$ cat src/rtl/core/usfd_pkg.sv
// Shared types and constants for the UART status frame deframer.
package usfd_pkg;

  localparam int STATUS_BYTES = 15;
  localparam int HDR_LEN      = 6;
  localparam int CSUM_POS     = 5;
  localparam int LEN_LO_POS   = 3;
  localparam int LEN_HI_POS   = 4;
  localparam int CMD_LO_POS   = 7;
  localparam int CMD_HI_POS   = 8;
  localparam int BODY_MIN     = 4;
  localparam int PAYLOAD_POS  = 10;

  localparam int CNT_W   = 17;
  localparam int IDX_W   = $clog2(STATUS_BYTES);
  localparam int CFG_A_W = 2;
  localparam int CFG_D_W = 16;

  localparam logic [7:0]  HEADER_RST  = 8'd165;
  localparam logic [15:0] MAX_LEN_RST = 16'd1024;
  localparam logic [15:0] STAT_CMD_RST = 16'd0;

  typedef enum logic [CFG_A_W-1:0] {
    CFG_HEADER   = 2'd0,
    CFG_MAX_LEN  = 2'd1,
    CFG_STAT_CMD = 2'd2
  } cfg_idx_t;

  typedef enum logic [2:0] {
    RC_STATUS      = 3'd0,
    RC_OTHER_CMD   = 3'd1,
    RC_BAD_CSUM    = 3'd2,
    RC_SHORT_BODY  = 3'd3,
    RC_SHORT_STAT  = 3'd4,
    RC_OVERLONG    = 3'd5
  } rc_t;

  // Role of one byte within a frame, set by the front end.
  typedef enum logic [8:0] {
    K_HDR    = 9'b000000001,
    K_SUM    = 9'b000000010,
    K_CSUM   = 9'b000000100,
    K_LEN_LO = 9'b000001000,
    K_LEN_HI = 9'b000010000,
    K_CMD_LO = 9'b000100000,
    K_CMD_HI = 9'b001000000,
    K_STAT   = 9'b010000000,
    K_OVER   = 9'b100000000
  } tok_kind_t;

  typedef struct packed {
    tok_kind_t        kind;
    logic             last;
    logic [IDX_W-1:0] idx;
    logic [7:0]       data;
  } tok_t;

  typedef struct packed {
    logic [2:0]  result_code;
    logic [15:0] command_code;
    logic [15:0] payload_length;
    logic [23:0] firmware_version;
    logic [2:0]  flag_bits;
    logic [7:0]  container_state;
    logic [7:0]  fog_status;
    logic [7:0]  target_humidity;
    logic [7:0]  current_humidity;
    logic [7:0]  current_temperature;
    logic [23:0] level_bits;
    logic [7:0]  exception_code;
  } res_t;

  typedef struct packed {
    logic [7:0]  header_byte;
    logic [15:0] max_body_length;
    logic [15:0] status_command;
  } cfg_t;

endpackage

$ cat src/rtl/core/usfd_if.sv
// Channel interfaces: received bytes, results and register writes.
interface usfd_in_if;
  logic       valid;
  logic       ready;
  logic [7:0] rx_byte;
  modport source (output valid, output rx_byte, input ready);
  modport sink (input valid, input rx_byte, output ready);
endinterface

interface usfd_out_if;
  logic        valid;
  logic        ready;
  logic [2:0]  result_code;
  logic [15:0] command_code;
  logic [15:0] payload_length;
  logic [23:0] firmware_version;
  logic [2:0]  flag_bits;
  logic [7:0]  container_state;
  logic [7:0]  fog_status;
  logic [7:0]  target_humidity;
  logic [7:0]  current_humidity;
  logic [7:0]  current_temperature;
  logic [23:0] level_bits;
  logic [7:0]  exception_code;
  modport source (
    output valid, input ready,
    output result_code, command_code, payload_length, firmware_version, flag_bits,
    output container_state, fog_status, target_humidity, current_humidity,
    output current_temperature, level_bits, exception_code
  );
  modport sink (
    input valid, output ready,
    input result_code, command_code, payload_length, firmware_version, flag_bits,
    input container_state, fog_status, target_humidity, current_humidity,
    input current_temperature, level_bits, exception_code
  );
endinterface

interface usfd_cfg_if;
  logic        valid;
  logic        ready;
  logic [1:0]  reg_index;
  logic [15:0] wdata;
  modport source (output valid, output reg_index, output wdata, input ready);
  modport sink (input valid, input reg_index, input wdata, output ready);
endinterface

$ cat src/rtl/core/usfd_front.sv
// Front end: frame tracking and per-byte classification into tokens.
module usfd_front (
  input  logic            clk,
  input  logic            rst_n,
  usfd_in_if.sink         in_chan,
  input  usfd_pkg::cfg_t  cfg,
  input  logic            q_full,
  output logic            q_push,
  output usfd_pkg::tok_t  q_tok
);
  import usfd_pkg::*;

  logic             in_frame_r, in_frame_nxt;
  logic [CNT_W-1:0] cnt_r, cnt_nxt;
  logic [CNT_W-1:0] exp_r, exp_nxt;
  logic [7:0]       len_lo_r, len_lo_nxt;
  logic             accept;
  logic [CNT_W-1:0] cnt_inc;
  logic [CNT_W-1:0] stat_off;
  logic [15:0]      len;

  assign in_chan.ready = !q_full;
  assign accept        = in_chan.valid && !q_full;
  assign cnt_inc       = cnt_r + CNT_W'(1);
  assign stat_off      = cnt_r - CNT_W'(PAYLOAD_POS);
  assign len           = {in_chan.rx_byte, len_lo_r};

  always_comb begin
    in_frame_nxt = in_frame_r;
    cnt_nxt      = cnt_r;
    exp_nxt      = exp_r;
    len_lo_nxt   = len_lo_r;
    q_push       = 1'b0;
    q_tok.kind   = K_SUM;
    q_tok.last   = 1'b0;
    q_tok.idx    = stat_off[IDX_W-1:0];
    q_tok.data   = in_chan.rx_byte;
    if (accept) begin
      if (!in_frame_r) begin
        // hunt: only the header byte opens a frame
        if (in_chan.rx_byte == cfg.header_byte) begin
          q_push       = 1'b1;
          q_tok.kind   = K_HDR;
          in_frame_nxt = 1'b1;
          cnt_nxt      = CNT_W'(1);
          exp_nxt      = '0;
        end
      end else begin
        q_push  = 1'b1;
        cnt_nxt = cnt_inc;
        if (cnt_r == CNT_W'(CSUM_POS)) begin
          q_tok.kind = K_CSUM;
        end else if (cnt_r == CNT_W'(LEN_LO_POS)) begin
          q_tok.kind = K_LEN_LO;
          len_lo_nxt = in_chan.rx_byte;
        end else if (cnt_r == CNT_W'(LEN_HI_POS)) begin
          q_tok.kind = K_LEN_HI;
          exp_nxt    = CNT_W'(len) + CNT_W'(HDR_LEN);
          if (len > cfg.max_body_length) begin
            q_tok.kind = K_OVER;
          end
        end else if (cnt_r == CNT_W'(CMD_LO_POS)) begin
          q_tok.kind = K_CMD_LO;
        end else if (cnt_r == CNT_W'(CMD_HI_POS)) begin
          q_tok.kind = K_CMD_HI;
        end else if (cnt_r >= CNT_W'(PAYLOAD_POS) &&
                     cnt_r < CNT_W'(PAYLOAD_POS + STATUS_BYTES)) begin
          q_tok.kind = K_STAT;
        end
        q_tok.last = (exp_r != '0) && (cnt_inc >= exp_r);
        // drop back to hunting on frame end or overlong length
        if (q_tok.last || q_tok.kind == K_OVER) begin
          in_frame_nxt = 1'b0;
          cnt_nxt      = '0;
          exp_nxt      = '0;
          len_lo_nxt   = '0;
        end
      end
    end
  end

  always_ff @(posedge clk) begin
    if (!rst_n) begin
      in_frame_r <= 1'b0;
      cnt_r      <= '0;
      exp_r      <= '0;
      len_lo_r   <= '0;
    end else begin
      in_frame_r <= in_frame_nxt;
      cnt_r      <= cnt_nxt;
      exp_r      <= exp_nxt;
      len_lo_r   <= len_lo_nxt;
    end
  end

endmodule

$ cat src/rtl/core/usfd_fifo.sv
// Token queue between the front end and the back end.
module usfd_fifo #(
  parameter int DEPTH = 4
) (
  input  logic           clk,
  input  logic           rst_n,
  input  logic           push,
  input  usfd_pkg::tok_t push_tok,
  input  logic           pop,
  output usfd_pkg::tok_t head_tok,
  output logic           full,
  output logic           empty
);
  import usfd_pkg::*;

  localparam int PTR_W = (DEPTH > 1) ? $clog2(DEPTH) : 1;
  localparam int CNT_W_Q = $clog2(DEPTH + 1);

  tok_t               mem_r [DEPTH];
  logic [PTR_W-1:0]   wr_ptr_r, wr_ptr_nxt;
  logic [PTR_W-1:0]   rd_ptr_r, rd_ptr_nxt;
  logic [CNT_W_Q-1:0] count_r, count_nxt;
  logic               do_push;
  logic               do_pop;

  assign full     = (count_r == CNT_W_Q'(DEPTH));
  assign empty    = (count_r == '0);
  assign do_push  = push && !full;
  assign do_pop   = pop && !empty;
  assign head_tok = mem_r[rd_ptr_r];

  always_comb begin
    wr_ptr_nxt = wr_ptr_r;
    rd_ptr_nxt = rd_ptr_r;
    count_nxt  = count_r;
    if (do_push) begin
      wr_ptr_nxt = (wr_ptr_r == PTR_W'(DEPTH - 1)) ? '0 : wr_ptr_r + PTR_W'(1);
    end
    if (do_pop) begin
      rd_ptr_nxt = (rd_ptr_r == PTR_W'(DEPTH - 1)) ? '0 : rd_ptr_r + PTR_W'(1);
    end
    if (do_push && !do_pop) begin
      count_nxt = count_r + CNT_W_Q'(1);
    end else if (do_pop && !do_push) begin
      count_nxt = count_r - CNT_W_Q'(1);
    end
  end

  always_ff @(posedge clk) begin
    if (do_push) begin
      mem_r[wr_ptr_r] <= push_tok;
    end
  end

  always_ff @(posedge clk) begin
    if (!rst_n) begin
      wr_ptr_r <= '0;
      rd_ptr_r <= '0;
      count_r  <= '0;
    end else begin
      wr_ptr_r <= wr_ptr_nxt;
      rd_ptr_r <= rd_ptr_nxt;
      count_r  <= count_nxt;
    end
  end

endmodule

$ cat src/rtl/core/usfd_back.sv
// Back end: checksum, command and status capture, result decode and output register.
module usfd_back (
  input  logic            clk,
  input  logic            rst_n,
  input  usfd_pkg::cfg_t  cfg,
  input  usfd_pkg::tok_t  head_tok,
  input  logic            q_empty,
  output logic            q_pop,
  usfd_out_if.source      out_chan
);
  import usfd_pkg::*;

  logic [7:0]  sum_r, sum_nxt;
  logic [7:0]  csum_r, csum_nxt;
  logic [15:0] cmd_r, cmd_nxt;
  logic [15:0] len_r, len_nxt;
  logic [7:0]  stat_r [STATUS_BYTES];
  logic [7:0]  sv [STATUS_BYTES];
  logic        out_valid_r, out_valid_nxt;
  res_t        res_r, res_nxt;
  logic        produces;
  logic        slot_free;
  logic [15:0] plen;

  assign produces  = head_tok.last || (head_tok.kind == K_OVER);
  assign slot_free = !out_valid_r || out_chan.ready;
  assign q_pop     = !q_empty && (!produces || slot_free);
  assign plen      = len_nxt - 16'(BODY_MIN);

  always_comb begin
    sum_nxt  = sum_r;
    csum_nxt = csum_r;
    cmd_nxt  = cmd_r;
    len_nxt  = len_r;
    if (q_pop) begin
      unique case (head_tok.kind)
        K_HDR: begin
          sum_nxt  = head_tok.data;
          csum_nxt = '0;
          cmd_nxt  = '0;
        end
        K_CSUM:   csum_nxt = head_tok.data;
        K_LEN_LO: begin
          sum_nxt      = sum_r + head_tok.data;
          len_nxt[7:0] = head_tok.data;
        end
        K_LEN_HI: begin
          sum_nxt       = sum_r + head_tok.data;
          len_nxt[15:8] = head_tok.data;
        end
        K_CMD_LO: begin
          sum_nxt      = sum_r + head_tok.data;
          cmd_nxt[7:0] = head_tok.data;
        end
        K_CMD_HI: begin
          sum_nxt       = sum_r + head_tok.data;
          cmd_nxt[15:8] = head_tok.data;
        end
        default: sum_nxt = sum_r + head_tok.data;
      endcase
    end
  end

  // status view including the byte landing this cycle
  always_comb begin
    for (int i = 0; i < STATUS_BYTES; i++) begin
      sv[i] = (q_pop && head_tok.kind == K_STAT && head_tok.idx == IDX_W'(i)) ?
              head_tok.data : stat_r[i];
    end
  end

  always_comb begin
    res_nxt = '0;
    if (head_tok.kind == K_OVER) begin
      res_nxt.result_code = RC_OVERLONG;
    end else if (~sum_nxt != csum_nxt) begin
      res_nxt.result_code = RC_BAD_CSUM;
    end else if (len_nxt < 16'(BODY_MIN)) begin
      res_nxt.result_code = RC_SHORT_BODY;
    end else begin
      res_nxt.command_code   = cmd_nxt;
      res_nxt.payload_length = plen;
      if (cmd_nxt != cfg.status_command) begin
        res_nxt.result_code = RC_OTHER_CMD;
      end else if (plen < 16'(STATUS_BYTES)) begin
        res_nxt.result_code = RC_SHORT_STAT;
      end else begin
        res_nxt.result_code         = RC_STATUS;
        res_nxt.firmware_version    = {sv[0], sv[1], sv[2]};
        res_nxt.flag_bits           = {sv[6] != 8'd0, sv[5] != 8'd0, sv[3] != 8'd0};
        res_nxt.container_state     = sv[4];
        res_nxt.fog_status          = sv[7];
        res_nxt.target_humidity     = sv[8];
        res_nxt.current_humidity    = sv[9];
        res_nxt.current_temperature = sv[10];
        res_nxt.level_bits          = {sv[11], sv[12], sv[13]};
        res_nxt.exception_code      = sv[14];
      end
    end
  end

  always_comb begin
    out_valid_nxt = out_valid_r;
    if (q_pop && produces) begin
      out_valid_nxt = 1'b1;
    end else if (out_chan.ready) begin
      out_valid_nxt = 1'b0;
    end
  end

  always_ff @(posedge clk) begin
    if (q_pop && head_tok.kind == K_STAT) begin
      stat_r[head_tok.idx] <= head_tok.data;
    end
    if (q_pop && produces) begin
      res_r <= res_nxt;
    end
  end

  always_ff @(posedge clk) begin
    if (!rst_n) begin
      sum_r       <= '0;
      csum_r      <= '0;
      cmd_r       <= '0;
      len_r       <= '0;
      out_valid_r <= 1'b0;
    end else begin
      sum_r       <= sum_nxt;
      csum_r      <= csum_nxt;
      cmd_r       <= cmd_nxt;
      len_r       <= len_nxt;
      out_valid_r <= out_valid_nxt;
    end
  end

  assign out_chan.valid               = out_valid_r;
  assign out_chan.result_code         = res_r.result_code;
  assign out_chan.command_code        = res_r.command_code;
  assign out_chan.payload_length      = res_r.payload_length;
  assign out_chan.firmware_version    = res_r.firmware_version;
  assign out_chan.flag_bits           = res_r.flag_bits;
  assign out_chan.container_state     = res_r.container_state;
  assign out_chan.fog_status          = res_r.fog_status;
  assign out_chan.target_humidity     = res_r.target_humidity;
  assign out_chan.current_humidity    = res_r.current_humidity;
  assign out_chan.current_temperature = res_r.current_temperature;
  assign out_chan.level_bits          = res_r.level_bits;
  assign out_chan.exception_code      = res_r.exception_code;

endmodule

$ cat src/rtl/core/uart_status_frame_deframer_unit.sv
// UART status frame deframer: top level with configuration registers.
// Usage:
//   in_chan carries one received byte per beat (rx_byte). Bytes are dropped until
//   the header byte is seen; the frame is then tracked by position, with the body
//   length from bytes 3 and 4 and the checksum in byte 5.
//   out_chan carries at most one result beat per frame: code, command, payload
//   length and, for a complete status frame, the decoded status fields.
//   cfg_chan writes header_byte (index 0), max_body_length (1) and status_command
//   (2); other indexes are ignored. cfg_chan.ready is always high. Write only while
//   the block is idle.
// Throughput: one byte per cycle while the token queue is not full. The final byte's
//   token is first written into the token queue and then decoded into the output
//   register when it is popped; out_chan.valid comes from that register.
// Stall: a stalled receiver holds the result register; non-final bytes keep
//   draining, and the FIFO_DEPTH-entry token queue fills only when a second
//   result waits behind the held one, at which point in_chan.ready drops.
// Reset: synchronous, active low; the block returns to hunting for a header,
//   the queue empties and the configuration registers and out_chan.valid take their reset values.
module uart_status_frame_deframer_unit #(
  parameter int FIFO_DEPTH = 4
) (
  input  logic       clk,
  input  logic       rst_n,
  usfd_in_if.sink    in_chan,
  usfd_out_if.source out_chan,
  usfd_cfg_if.sink   cfg_chan
);
  import usfd_pkg::*;

  cfg_t cfg_r;
  tok_t push_tok;
  tok_t head_tok;
  logic q_push;
  logic q_pop;
  logic q_full;
  logic q_empty;

  assign cfg_chan.ready = 1'b1;

  always_ff @(posedge clk) begin
    if (!rst_n) begin
      cfg_r.header_byte     <= HEADER_RST;
      cfg_r.max_body_length <= MAX_LEN_RST;
      cfg_r.status_command  <= STAT_CMD_RST;
    end else if (cfg_chan.valid) begin
      unique case (cfg_chan.reg_index)
        CFG_HEADER:   cfg_r.header_byte     <= cfg_chan.wdata[7:0];
        CFG_MAX_LEN:  cfg_r.max_body_length <= cfg_chan.wdata;
        CFG_STAT_CMD: cfg_r.status_command  <= cfg_chan.wdata;
        default: ;
      endcase
    end
  end

  usfd_front u_front (
    .clk     (clk),
    .rst_n   (rst_n),
    .in_chan (in_chan),
    .cfg     (cfg_r),
    .q_full  (q_full),
    .q_push  (q_push),
    .q_tok   (push_tok)
  );

  usfd_fifo #(
    .DEPTH (FIFO_DEPTH)
  ) u_fifo (
    .clk      (clk),
    .rst_n    (rst_n),
    .push     (q_push),
    .push_tok (push_tok),
    .pop      (q_pop),
    .head_tok (head_tok),
    .full     (q_full),
    .empty    (q_empty)
  );

  usfd_back u_back (
    .clk      (clk),
    .rst_n    (rst_n),
    .cfg      (cfg_r),
    .head_tok (head_tok),
    .q_empty  (q_empty),
    .q_pop    (q_pop),
    .out_chan (out_chan)
  );

endmodule
$ cat src/flat_wrapper.sv
// flat-port wrapper written by rule: the top's interface ports become plain ports
module uart_status_frame_deframer_unit_flat import usfd_pkg::*;
#(
  parameter int FIFO_DEPTH = 4
)
  (clk, rst_n, in_chan_valid, in_chan_rx_byte, in_chan_ready, out_chan_valid, out_chan_ready, out_chan_result_code, out_chan_command_code, out_chan_payload_length, out_chan_firmware_version, out_chan_flag_bits, out_chan_container_state, out_chan_fog_status, out_chan_target_humidity, out_chan_current_humidity, out_chan_current_temperature, out_chan_level_bits, out_chan_exception_code, cfg_chan_valid, cfg_chan_reg_index, cfg_chan_wdata, cfg_chan_ready);
  usfd_in_if in_chan_i ();
  usfd_out_if out_chan_i ();
  usfd_cfg_if cfg_chan_i ();
  input  logic clk;
  input  logic rst_n;
  input wire logic [$bits(in_chan_i.valid)-1:0] in_chan_valid;
  input wire logic [$bits(in_chan_i.rx_byte)-1:0] in_chan_rx_byte;
  output wire logic [$bits(in_chan_i.ready)-1:0] in_chan_ready;
  output wire logic [$bits(out_chan_i.valid)-1:0] out_chan_valid;
  input wire logic [$bits(out_chan_i.ready)-1:0] out_chan_ready;
  output wire logic [$bits(out_chan_i.result_code)-1:0] out_chan_result_code;
  output wire logic [$bits(out_chan_i.command_code)-1:0] out_chan_command_code;
  output wire logic [$bits(out_chan_i.payload_length)-1:0] out_chan_payload_length;
  output wire logic [$bits(out_chan_i.firmware_version)-1:0] out_chan_firmware_version;
  output wire logic [$bits(out_chan_i.flag_bits)-1:0] out_chan_flag_bits;
  output wire logic [$bits(out_chan_i.container_state)-1:0] out_chan_container_state;
  output wire logic [$bits(out_chan_i.fog_status)-1:0] out_chan_fog_status;
  output wire logic [$bits(out_chan_i.target_humidity)-1:0] out_chan_target_humidity;
  output wire logic [$bits(out_chan_i.current_humidity)-1:0] out_chan_current_humidity;
  output wire logic [$bits(out_chan_i.current_temperature)-1:0] out_chan_current_temperature;
  output wire logic [$bits(out_chan_i.level_bits)-1:0] out_chan_level_bits;
  output wire logic [$bits(out_chan_i.exception_code)-1:0] out_chan_exception_code;
  input wire logic [$bits(cfg_chan_i.valid)-1:0] cfg_chan_valid;
  input wire logic [$bits(cfg_chan_i.reg_index)-1:0] cfg_chan_reg_index;
  input wire logic [$bits(cfg_chan_i.wdata)-1:0] cfg_chan_wdata;
  output wire logic [$bits(cfg_chan_i.ready)-1:0] cfg_chan_ready;
  assign in_chan_i.valid = in_chan_valid;
  assign in_chan_i.rx_byte = in_chan_rx_byte;
  assign in_chan_ready = in_chan_i.ready;
  assign out_chan_valid = out_chan_i.valid;
  assign out_chan_i.ready = out_chan_ready;
  assign out_chan_result_code = out_chan_i.result_code;
  assign out_chan_command_code = out_chan_i.command_code;
  assign out_chan_payload_length = out_chan_i.payload_length;
  assign out_chan_firmware_version = out_chan_i.firmware_version;
  assign out_chan_flag_bits = out_chan_i.flag_bits;
  assign out_chan_container_state = out_chan_i.container_state;
  assign out_chan_fog_status = out_chan_i.fog_status;
  assign out_chan_target_humidity = out_chan_i.target_humidity;
  assign out_chan_current_humidity = out_chan_i.current_humidity;
  assign out_chan_current_temperature = out_chan_i.current_temperature;
  assign out_chan_level_bits = out_chan_i.level_bits;
  assign out_chan_exception_code = out_chan_i.exception_code;
  assign cfg_chan_i.valid = cfg_chan_valid;
  assign cfg_chan_i.reg_index = cfg_chan_reg_index;
  assign cfg_chan_i.wdata = cfg_chan_wdata;
  assign cfg_chan_ready = cfg_chan_i.ready;
  uart_status_frame_deframer_unit #(.FIFO_DEPTH(FIFO_DEPTH)) u_core (.clk(clk), .rst_n(rst_n), .in_chan(in_chan_i), .out_chan(out_chan_i), .cfg_chan(cfg_chan_i));
endmodule
$ cat config.mk
export PLATFORM = sky130hd
export DESIGN_NAME = uart_status_frame_deframer_unit_flat
export DESIGN_NICKNAME = d
export VERILOG_FILES = /design/src/rtl/core/usfd_pkg.sv /design/src/rtl/core/usfd_if.sv /design/src/rtl/core/usfd_front.sv /design/src/rtl/core/usfd_fifo.sv /design/src/rtl/core/usfd_back.sv /design/src/rtl/core/uart_status_frame_deframer_unit.sv /design/src/flat_wrapper.sv
export SDC_FILE = /design/constraint.sdc
export NUM_CORES = 1
export LEC_CHECK = 0
export ABC_AREA = 1
export BUFFER_PORTS_ARGS = -buffer_cell sky130_fd_sc_hd__buf_2
export CORE_MARGIN = 2
export CORE_UTILIZATION = 53
export DETAILED_ROUTE_END_ITERATION = 12
export PLACE_DENSITY = 0.72
export REMOVE_ABC_BUFFERS = 1
export SLEW_MARGIN = 10
export SYNTH_ARGS = -nofsm -noshare
export SYNTH_HDL_FRONTEND = slang
export SYNTH_HIERARCHICAL = 1
export SYNTH_SLANG_ARGS = --single-unit
$ cat constraint.sdc
create_clock -name clk -period 10.8 [get_ports clk]
set_input_delay 0.54 -clock clk [delete_from_list [all_inputs] [get_ports clk]]
set_output_delay 0.54 -clock clk [all_outputs]
set_load 0.05 [all_outputs]
Word-level counts from Yosys, hierarchy flattened

Memory sizes are Yosys's and may differ from the RTL's. A register that Yosys moved wholly into a read port is not among the register bits.
Cells that the tools add are included.

Flip-flop bits (word level): 177
RAM bits: 208
Memories kept: 2
Output and inout port bits: 137

Memory list:

| memory               | depth | bits a word | read ports | clocked after memory_dff | write ports | line            | text |
|---|---|---|---|---|---|---|---|
| u_core.u_back.stat_r | 15    | 8           | 15         | 12                       | 1           | usfd_back.sv:17 | `logic [7:0] stat_r [STATUS_BYTES];` |
| u_core.u_fifo.mem_r  | 4     | 22          | 1          | 1                        | 1           | usfd_fifo.sv:19 | `tok_t mem_r [DEPTH];` |

Eq/ne operators: 29
Bitwise logic cells: 1
$add $sub $neg: 9
Multiplexer cells: 59
Reductions and logical operators: 41
Order comparisons: 6

Operator list:

| operator              | number |
|---|---|
| $mux 17               | 9 |
| $mux 8                | 13 |
| $pmux 8 s2            | 4 |
| $mux 9                | 7 |
| $eq 17x3->1 const B   | 3 |
| $mux 16               | 2 |
| $reduce_bool 8->1     | 3 |
| $eq 9x9->1 const B    | 2 |
| $mux 3                | 6 |
| $add 16x3->17 const B | 1 |
| $add 17x1->17 const B | 1 |
| $eq 17x2->1 const B   | 1 |
| $eq 17x4->1 const B   | 1 |
| $ge 17x17->1          | 1 |
| $ge 17x4->1 const B   | 1 |
| $lt 17x5->1 const B   | 1 |
| $reduce_bool 17->1    | 1 |
| $gt 16x16->1          | 1 |
| $lt 16x3->1 const B   | 1 |
| $lt 16x4->1 const B   | 1 |
| $ne 16x16->1          | 1 |
| $sub 16x3->16 const B | 1 |
| $logic_and 1x1->1     | 13 |
| $mux 1                | 12 |
| other kinds (35)      | 58 |

Logic depth before layout (Yosys ltp)

Gate-level depths: netlist (run 1).

Depth after elaboration: 14
Depth in mapped cells: 29
Mapped depth without buffers: 25

Modules after synthesis

The synthesis (run 1) kept the hierarchy.

Modules (own cells, without submodules):

| module                          | times used | cells an instance | sequential area each (um^2) | area each (um^2) |
|---|---|---|---|---|
| usfd_back                       | 1          | 1,422             | 8,608.3                     | 13,586.8 |
| usfd_front                      | 1          | 616               | 860.8                       | 3,948.8 |
| usfd_fifo                       | 1          | 285               | 2,822.7                     | 3,794.9 |
| uart_status_frame_deframer_unit | 1          | 251               | 800.8                       | 1,715.4 |

Least setup slack after synthesis (run 1)

OpenSTA, ideal clock, no wires.

Path type: reg2reg
Start: register with a tool-made name
End: register u_core.u_back.res_r, in the netlist u_core/u_back/out_chan.command_code[0] (enable)
Clock period less this slack: 4,988 ps
Cell stages (with the launch flop): 14
Library setup time: 488 ps
Setup slack: 5,812 ps
Arrival time: 4,500 ps
Path through: dfxtp_1 > buf_6 > inv_8 > buf_6 > nor2_1 > o22ai_1 > nor2_2 > nand2_2 > o21bai_4 > a21oi_2 > buf_2 > buf_2 > nand2_1 > inv_1

RTL lines:

| element                | line             | text |
|---|---|---|
| end signal: assignment | usfd_back.sv:116 | `res_r <= res_nxt;` |
| end: declaration       | usfd_back.sv:20  | `res_t res_r, res_nxt;` |

==> impl_results.md, run 1 <==
* Worst setup path end: u_core/u_back/out_chan.firmware_version[2]
* Clock Latency Late Sink at 640 ps
* DRT Wirelength at 54900 um
* # fillers at 3745
* Synth Warn # at 6
* Hold Path Depth at 3
* Reg2Reg Depth at 23
* Number of CTS-inserted buffers at 50
* Final Power at 3790 uW
* Part of the cycle the worst path needs at 52.6%
* R2R Setup Slk at 5120 ps
* Final hold viol count at 0
* Via count at 17800
* Antenna-violating nets left at 0
* Starting Density at 53.6%
* Full die area at 45200 um2
* IO Port Bufs at 166
* Vias in the first global route at 16900
* Reg clk slew, reported paths at 60 ps
* Post-synth top flop: edfxtp_1
* 1st-iter DRT viols at 1547
* Register area share after synthesis at 56.8%
* Worst r2r dst: u_core/u_back/out_chan.firmware_version[2]
* TritonCTS clock tree: built
* Mapped Cells at 2574
* GRT Residual Overflow at 0
* Nets at 2801
* Antenna violations before repair at 1
* First-pass GRT wire length at 86900 um
* Worst EP arrival at 6020 ps
* FMAX at 0.176 GHz
* Die X at 213 um
* Power Density at 147 nW/um2
* Max-cap violations at 0
* Post-synth EDFFs at 342
* Drt wl/cell at 16.4 um
* Root Buffer: clkbuf_16
* Final GP Congestion at 0.890
* Die height at 213 um
* Synth Cell Area at 23000 um2
* P_int at 2940 uW
* Yosys cell types at 56
* VDD IR max at 0.000130 V
* Final setup skew at 67.3 ps
* Area Growth Syn to Fin at 11.7%
* Largest net degree at the start of global routing at 79
* Clk buf depth at 3
* Combinational group share of total power at 4.0%
* Worst Path Class, Setup: reg2reg
* Synth Register Bits at 483
* Switch share at 22.5%
* Layout cells sized above 1 at 12.2%
* Post-CTS setup buffers at 0
* Hold/Removal Path Class: in2reg
* Number of core rows at 76
* Total GRT Usage at 24.4%
* Design Area, Final at 25700 um2
* Io pins at 168
* Synth async-reset ratio at 0%
* Average cell area after synthesis at 8.95 um2
* Post-layout min period at 5680 ps
* Psw at 852 uW
* DRC viols at 0
* Hold buffers post-CTS at 0
* Area after DPL at 24200 um2
* Post-DP HPWL at 36000 um
* Final Setup Violations at 0
* Drt via density at 5.32
* Outcome: complete, no violations
* Rel. slew slack at 21.1%
* RSZ-0062 raised after global routing: false
* CP Capture Type: flip-flop
* Critical Path Fanout Max at 78
* Clock Power Share at 43.5%
* Setup Total Neg Slack at 0 ps
* Leak at 0.0103 uW
* CTS resizes at 0
* Core area at 43000 um2
* Worst Path Required at 11140 ps
* Crit start category: flip-flop
* DR pass1 iterations at 6
* Flop pwr share at 52.5%
* CTS sink cnt at 483
* Least-Margin Pin Slew at 1170 ps
* H-tree depth at 2
* Slew Limit Fails at 0
[metal layers]
layer  vias to the layer above  track usage, %  wire length (um)
li1                       8739               -                 -
met1                      8338            31.9             23400
met2                       607            41.3             26400
met3                        94            4.28              3850
met4                         0            7.89              1230
met5                         -               0                 0
[area by class of cell]
type,instances,area [um2],area share (%)
timing repair buffer,192,1030,3.99
tap,585,732,2.84
antenna,2,5.00,0.0194
clock buffer,65,1320,5.12
clock inverter,29,269,1.05
multi-input combinational,1711,8260,32.1
sequential,483,13100,50.9
inverter,274,1040,4.04
[kinds of logic (layout without fill, tap and decap cells)]
kind of cell	Yosys count	count (layout)	share of synthesized area (%)
flops	483	483	56.8
simple gates	1321	1321	24.4
other cells	1	3	0.0163
fa+ha+maj	58	58	3.21
buf+inv	380	560	7.45
compound gates	297	297	6.84
xor+xnor	34	34	1.29
[state kept, by name, indices dropped and copies added (netlist names), 16 cells and up, named ones only]
name,flops
u_core/u_front/cnt_r,17
u_core/u_back/stat_r,120
u_core/u_back/cmd_r,16
u_core/u_fifo/mem_r,88
u_core/u_front/exp_r,17
u_core/cfg_r,40
u_core/u_back/len_r,16
u_core/u_back/out_chan.level_bits,24
u_core/u_back/out_chan.command_code,16
u_core/u_back/out_chan.firmware_version,24
u_core/u_back/out_chan.payload_length,16
[synth_stat cells (all sizes together), types with 2 or more instances]
master  count  area share (%)
or2         4            0.11
clkinv      2           0.038
nand4      24            0.77
nor2      579              10
nor3       26            0.61
nand3b      6            0.25
and2        2           0.054
nor3b       2           0.065
xnor2       8            0.30
edfxtp    342              45
o22ai      35            0.95
clkbuf     41            0.71
inv       272             4.5
o21a        2           0.065
buf        65             2.2
a21oi     167             3.6
dfxtp     141              12
a21o        2           0.065
ha         56             3.0
xor2       26            0.99
nor4       14            0.41
nand3     169             3.9
nand2     494             8.2
fa          2            0.17
o21bai      2            0.11
o21ai      85             1.9
[through the flow]
step	worst slack [ps]	instances	utilization, %	hold WS [ps]
2_1_floorplan	4850	2468	-	429
3_3_place_gp	5320	3245	56.2	446
3_5_place_dp	5160	3245	56.2	460
4_1_cts	5160	3339	59.9	159
5_1_grt	4530	3339	59.9	159
6_report	5120	3341	59.9	182
[cell usage in the layout (no fill, tap or decap), types with 3 or more instances in the layout]
cell type,n
nand3b_1,5
clkinv_1,12
clkbuf_16,50
a21oi_1,166
buf_4,26
inv_2,10
ha_1,56
o22ai_1,32
o21ai_1,22
nor2_4,11
nand2_2,7
o22ai_2,3
nor2_1,553
nor3_1,24
dfxtp_1,141
inv_1,260
buf_2,166
clkinv_16,3
nand3_2,6
o21ai_0,62
nor2_2,15
nand2_1,483
edfxtp_1,342
nand4_1,21
xnor2_1,8
xor2_1,26
nand2_4,4
or2_2,4
nand3_1,161
nor4_1,13
clkbuf_1,14
clkinv_2,10
[power groups by stage]
| stage | Sequential, uW | Combinational (uW) | Clock [uW] |
|---|---|---|---|
| 6_report | 1990 | 153 | 1650 |
| 3_5_place_dp | 2030 | 151 | 0 |
| 3_3_place_gp | 2030 | 148 | 0 |
| 5_1_grt | 1990 | 169 | 1760 |
| 2_1_floorplan | 2060 | 72.3 | 0 |
| 4_1_cts | 1990 | 152 | 1680 |
[how the worst min path moves through the flow]
| stage | endpoint | slack, ps | from |
|---|---|---|---|
| floorplan | u_core/cfg_r[26] | 430 | u_core/cfg_r[26] |
| global placement | u_core/cfg_r[39] | 450 | u_core/cfg_r[39] |
| detailed placement | u_core/cfg_r[39] | 460 | u_core/cfg_r[39] |
| CTS | u_core/cfg_r[30] | 160 | cfg_chan_wdata[14] |
| global route | u_core/cfg_r[30] | 160 | cfg_chan_wdata[14] |
| finish | u_core/cfg_r[30] | 180 | cfg_chan_wdata[14] |
[worst max-delay path, cell delays in order (launching register included)]
cell      delay, ps
dfxtp_1         820
inv_2           370
o21ai_1         170
o22ai_1         150
nor2_2          180
nand2_2         150
o21bai_4        200
nand2_2         140
nand2_4         440
nand2_1         130
o21ai_2         170
ha_1            240
inv_1            60
nor2_1          170
nand3_2         150
nor2_2          170
nand2_1          70
nand2_1         110
nand3_1          80
nor2_1          130
nand2_1         110
nand2_4         210
buf_4           760
nor2_1          100
Power figures use the tool's default switching activity.
==> run 2, diff against run 1 <==
--- a/config.mk
+++ b/config.mk
@@ -10,7 +10,7 @@
 export CORE_MARGIN = 2
 export CORE_UTILIZATION = 53
 export DETAILED_ROUTE_END_ITERATION = 12
-export PLACE_DENSITY = 0.72
+export PLACE_DENSITY = 0.74
 export REMOVE_ABC_BUFFERS = 1
 export SLEW_MARGIN = 10
 export SYNTH_ARGS = -nofsm -noshare
==> constraint.sdc (replaced) <==
create_clock -name clk -period 4.7 [get_ports clk]
set_input_delay 0.235 -clock clk [delete_from_list [all_inputs] [get_ports clk]]
set_output_delay 0.235 -clock clk [all_outputs]
set_load 0.05 [all_outputs]
==> run 2 against run 1 <==
Compared with the run above: power up 130%; setup slack worse by 4600 ps; highest routed layer unchanged; core utilization up 1.0 points; sequential share of layout area down 0.85 points.
==> impl_results.md, run 2 (synthesized netlist as in run 1, its figures left out) <==
* Outcome: complete, no violations
* Final setup skew at 49.5 ps (-17.8 ps)
* Area Growth Syn to Fin at 13.6%
* DR pass1 iterations at 6 (unchanged)
* Psw at 1930 uW (+130%)
* Clock Power Share at 44.0% (+0.5 points)
* Vias in the first global route at 17100 (+0.92%)
* Part of the cycle the worst path needs at 89.5% (+37 points)
* Met3 wire length at 4170 um (+8.4%)
* DRC viols at 0 (unchanged)
* Via count at 18000 (+0.98%)
* Most frequent cells in the layout: 553 x nor2_1, 483 x nand2_1, 342 x edfxtp_1, 260 x inv_1
* Drt via density at 5.31 (-0.18%)
* Io pins at 168 (unchanged)
* Worst Path Class, Setup: reg2reg
* Post-CTS setup buffers at 0 (unchanged)
* Reg with most FFs: u_core/u_back/stat_r
* ANT cells at 0 (-2)
* Critical Path Most Common Cell: nand2_1
* Starting Density at 53.6% (unchanged)
* Met2 WL at 26300 um (-0.40%)
* Die height at 213 um (unchanged)
* Rel. slew slack at 23.5% (+2.3 points)
* Flop pwr share at 52.4% (about the same)
* Clock Latency Late Sink at 630 ps (about the same)
* Core area at 43000 um2 (unchanged)
* Critical Path Fanout Max at 36 (-54%)
* Antenna-violating nets left at 0 (unchanged)
* Power Density at 332 nW/um2 (+130%)
* Crit start category: flip-flop
* FMAX at 0.238 GHz (+35%)
* Least-Margin Pin Slew at 1120 ps (-52.9 ps)
* Combinational group share of total power at 3.6% (-0.4 points)
* Root Buffer: clkbuf_16
* Number of CTS-inserted buffers at 48 (-4.0%)
* P_int at 6770 uW (+130%)
* Final GP Congestion at 0.908 (+2.0%)
* CP Capture Type: flip-flop
* First-pass GRT wire length at 87900 um (+1.2%)
* VDD IR max at 0.000382 V (+190%)
* Dpl cells at 3268 (+0.71%)
* H-tree depth at 2 (unchanged)
* Clk buf depth at 3 (unchanged)
* Critical-path cell list: buf_4 -> inv_4 -> o21ai_1 -> o22ai_1 -> nor2_2 -> nand3_2 -> o21bai_4 -> nand2_2 -> nand2_8 -> nand2_1 -> o21ai_4 -> ha_1 -> inv_1 -> nor2_1 -> nand3_2 -> nor2_2 -> nand2_1 -> nand2_1 -> nand3_1 -> nor2_1 -> nand2_1 -> nand2_4 -> buf_12 -> nor2_1
* 1st-iter DRT viols at 1573 (+1.7%)
* CP max-delay cell: dfxtp_1
* Final cell count without fillers at 3380 (+1.2%)
* Nets at 2844 (+1.5%)
* Post-layout min period at 4210 ps (-1480 ps)
* Top Metal Used: met4
* Worst hold slack at 25.7 ps (-157 ps)
* Max-cap violations at 0 (unchanged)
* Reg clk slew, reported paths at 60 ps (about the same)
* Drt wl/cell at 16.3 um (-0.72%)
* Met1 wire length at 23200 um (-0.73%)
* Slew Limit Fails at 0 (unchanged)
* Total GRT Usage at 24.6% (+0.23 points)
* Die X at 213 um (unchanged)
* Switch share at 22.2% (-0.26 points)
* Number of core rows at 76 (unchanged)
* Crit path largest cell delay at 410 ps (-410 ps)
* Most common cell after layout, fill and taps aside: nor2_1
* Antenna violations before repair at 0 (-1)
* CTS sink cnt at 483 (unchanged)
* Largest net degree at the start of global routing at 55 (-30%)
* RSZ-0062 raised after global routing: false
* Post-DP HPWL at 37500 um (+4.1%)
* Regs by FF count: u_core/u_back/stat_r: 120 flops, u_core/u_fifo/mem_r: 88 flops, u_core/cfg_r: 40 flops
* Worst EP arrival at 4570 ps (-1450 ps)
* TritonCTS clock tree: built
* IO Port Bufs at 166 (unchanged)
* Final hold viol count at 0 (unchanged)
* Leak at 0.0111 uW (+7.7%)
* DRT Wirelength at 55200 um (+0.44%)
* Full die area at 45200 um2 (unchanged)
* GRT Residual Overflow at 0 (unchanged)
* Worst Path Required at 5070 ps (-6070 ps)
* Layout cells sized above 1 at 13.0% (+0.82 points)
* Max FFs per register at 120 (unchanged)
* Hold/Removal Path Class: in2reg
* Final Setup Violations at 0 (unchanged)
run 2: cell types whose count changed in the layout (fill, tap and decap cells not counted), sizes merged:
cell / previous run / this run
diode: 2 / 0
dlygate4sd3: 0 / 22
clkbuf: 65 / 59
buf: 192 / 215
inv: 272 / 274
bufinv: 2 / 4
clkinv: 27 / 21
clkinvlp: 2 / 6
run 2: area by class of cell:
cell class              count  area (um2)
fillers                  3616       16800
clock inverters            31         343
multi-input cells        1711        8280
well taps                 585         732
flip-flops and latches    483       13100
clock buffers              59        1240
inverters                 274        1040
repair buffers            237        1450
run 2: routing by layer:
metal	global-route usage, %	up-vias
met5	0	-
met4	7.98	0
met3	4.53	113
met2	41.3	692
met1	32.4	8332
li1	-	8816
run 2: what timing repair did:
action / CTS / global route
hold buffers: 22 / 0
endpoints found under the hold margin: 60 / 0
gates resized for setup: 0 / 8
endpoints found under the setup margin: 0 / 91
run 2: worst max-delay path, delay by kind of cell (launching register included):
family / cells / cell delay (ps)
AND/OR/NAND/NOR: 15 / 2140
buffers and inverters: 4 / 600
AO/OA/AOI/OAI: 4 / 570
flip-flops: 1 / 410
adder cells (fa/ha/maj): 1 / 210
run 2: worst paths after layout:
path,to,slack [ps],from,cells after the start
worst max register to register,u_core/u_back/out_chan.container_state[2],490,flip-flop,24
worst min register to register,u_core/cfg_r[26],470,u_core/cfg_r[26],2
worst max-delay path,u_core/u_back/out_chan.container_state[2],490,flip-flop,24
worst min-delay path,u_core/u_back/out_chan.valid,30,out_chan_ready,4
run 2: power groups by stage:
| stage | Combinational [uW] | Clock, uW | Sequential, uW |
|---|---|---|---|
| finish | 314 | 3830 | 4560 |
| global route | 350 | 4070 | 4560 |
| CTS | 310 | 3890 | 4560 |
| detailed placement | 294 | 0 | 4650 |
| global placement | 285 | 0 | 4650 |
| floorplan | 166 | 0 | 4670 |
run 2: through the flow:
stage               power, uW  util (%)  setup slack (ps)  setup TNS, ps  cell area, um2
finish                   8700      60.9               492              0           26200
global placement         4930      56.6               461              0           24300
global route             8980      60.9              28.3              0           26200
CTS                      8760      60.8               289              0           26100
floorplan                4830         -             -1250        -234840           22400
detailed placement       4940      56.6               281              0           24300
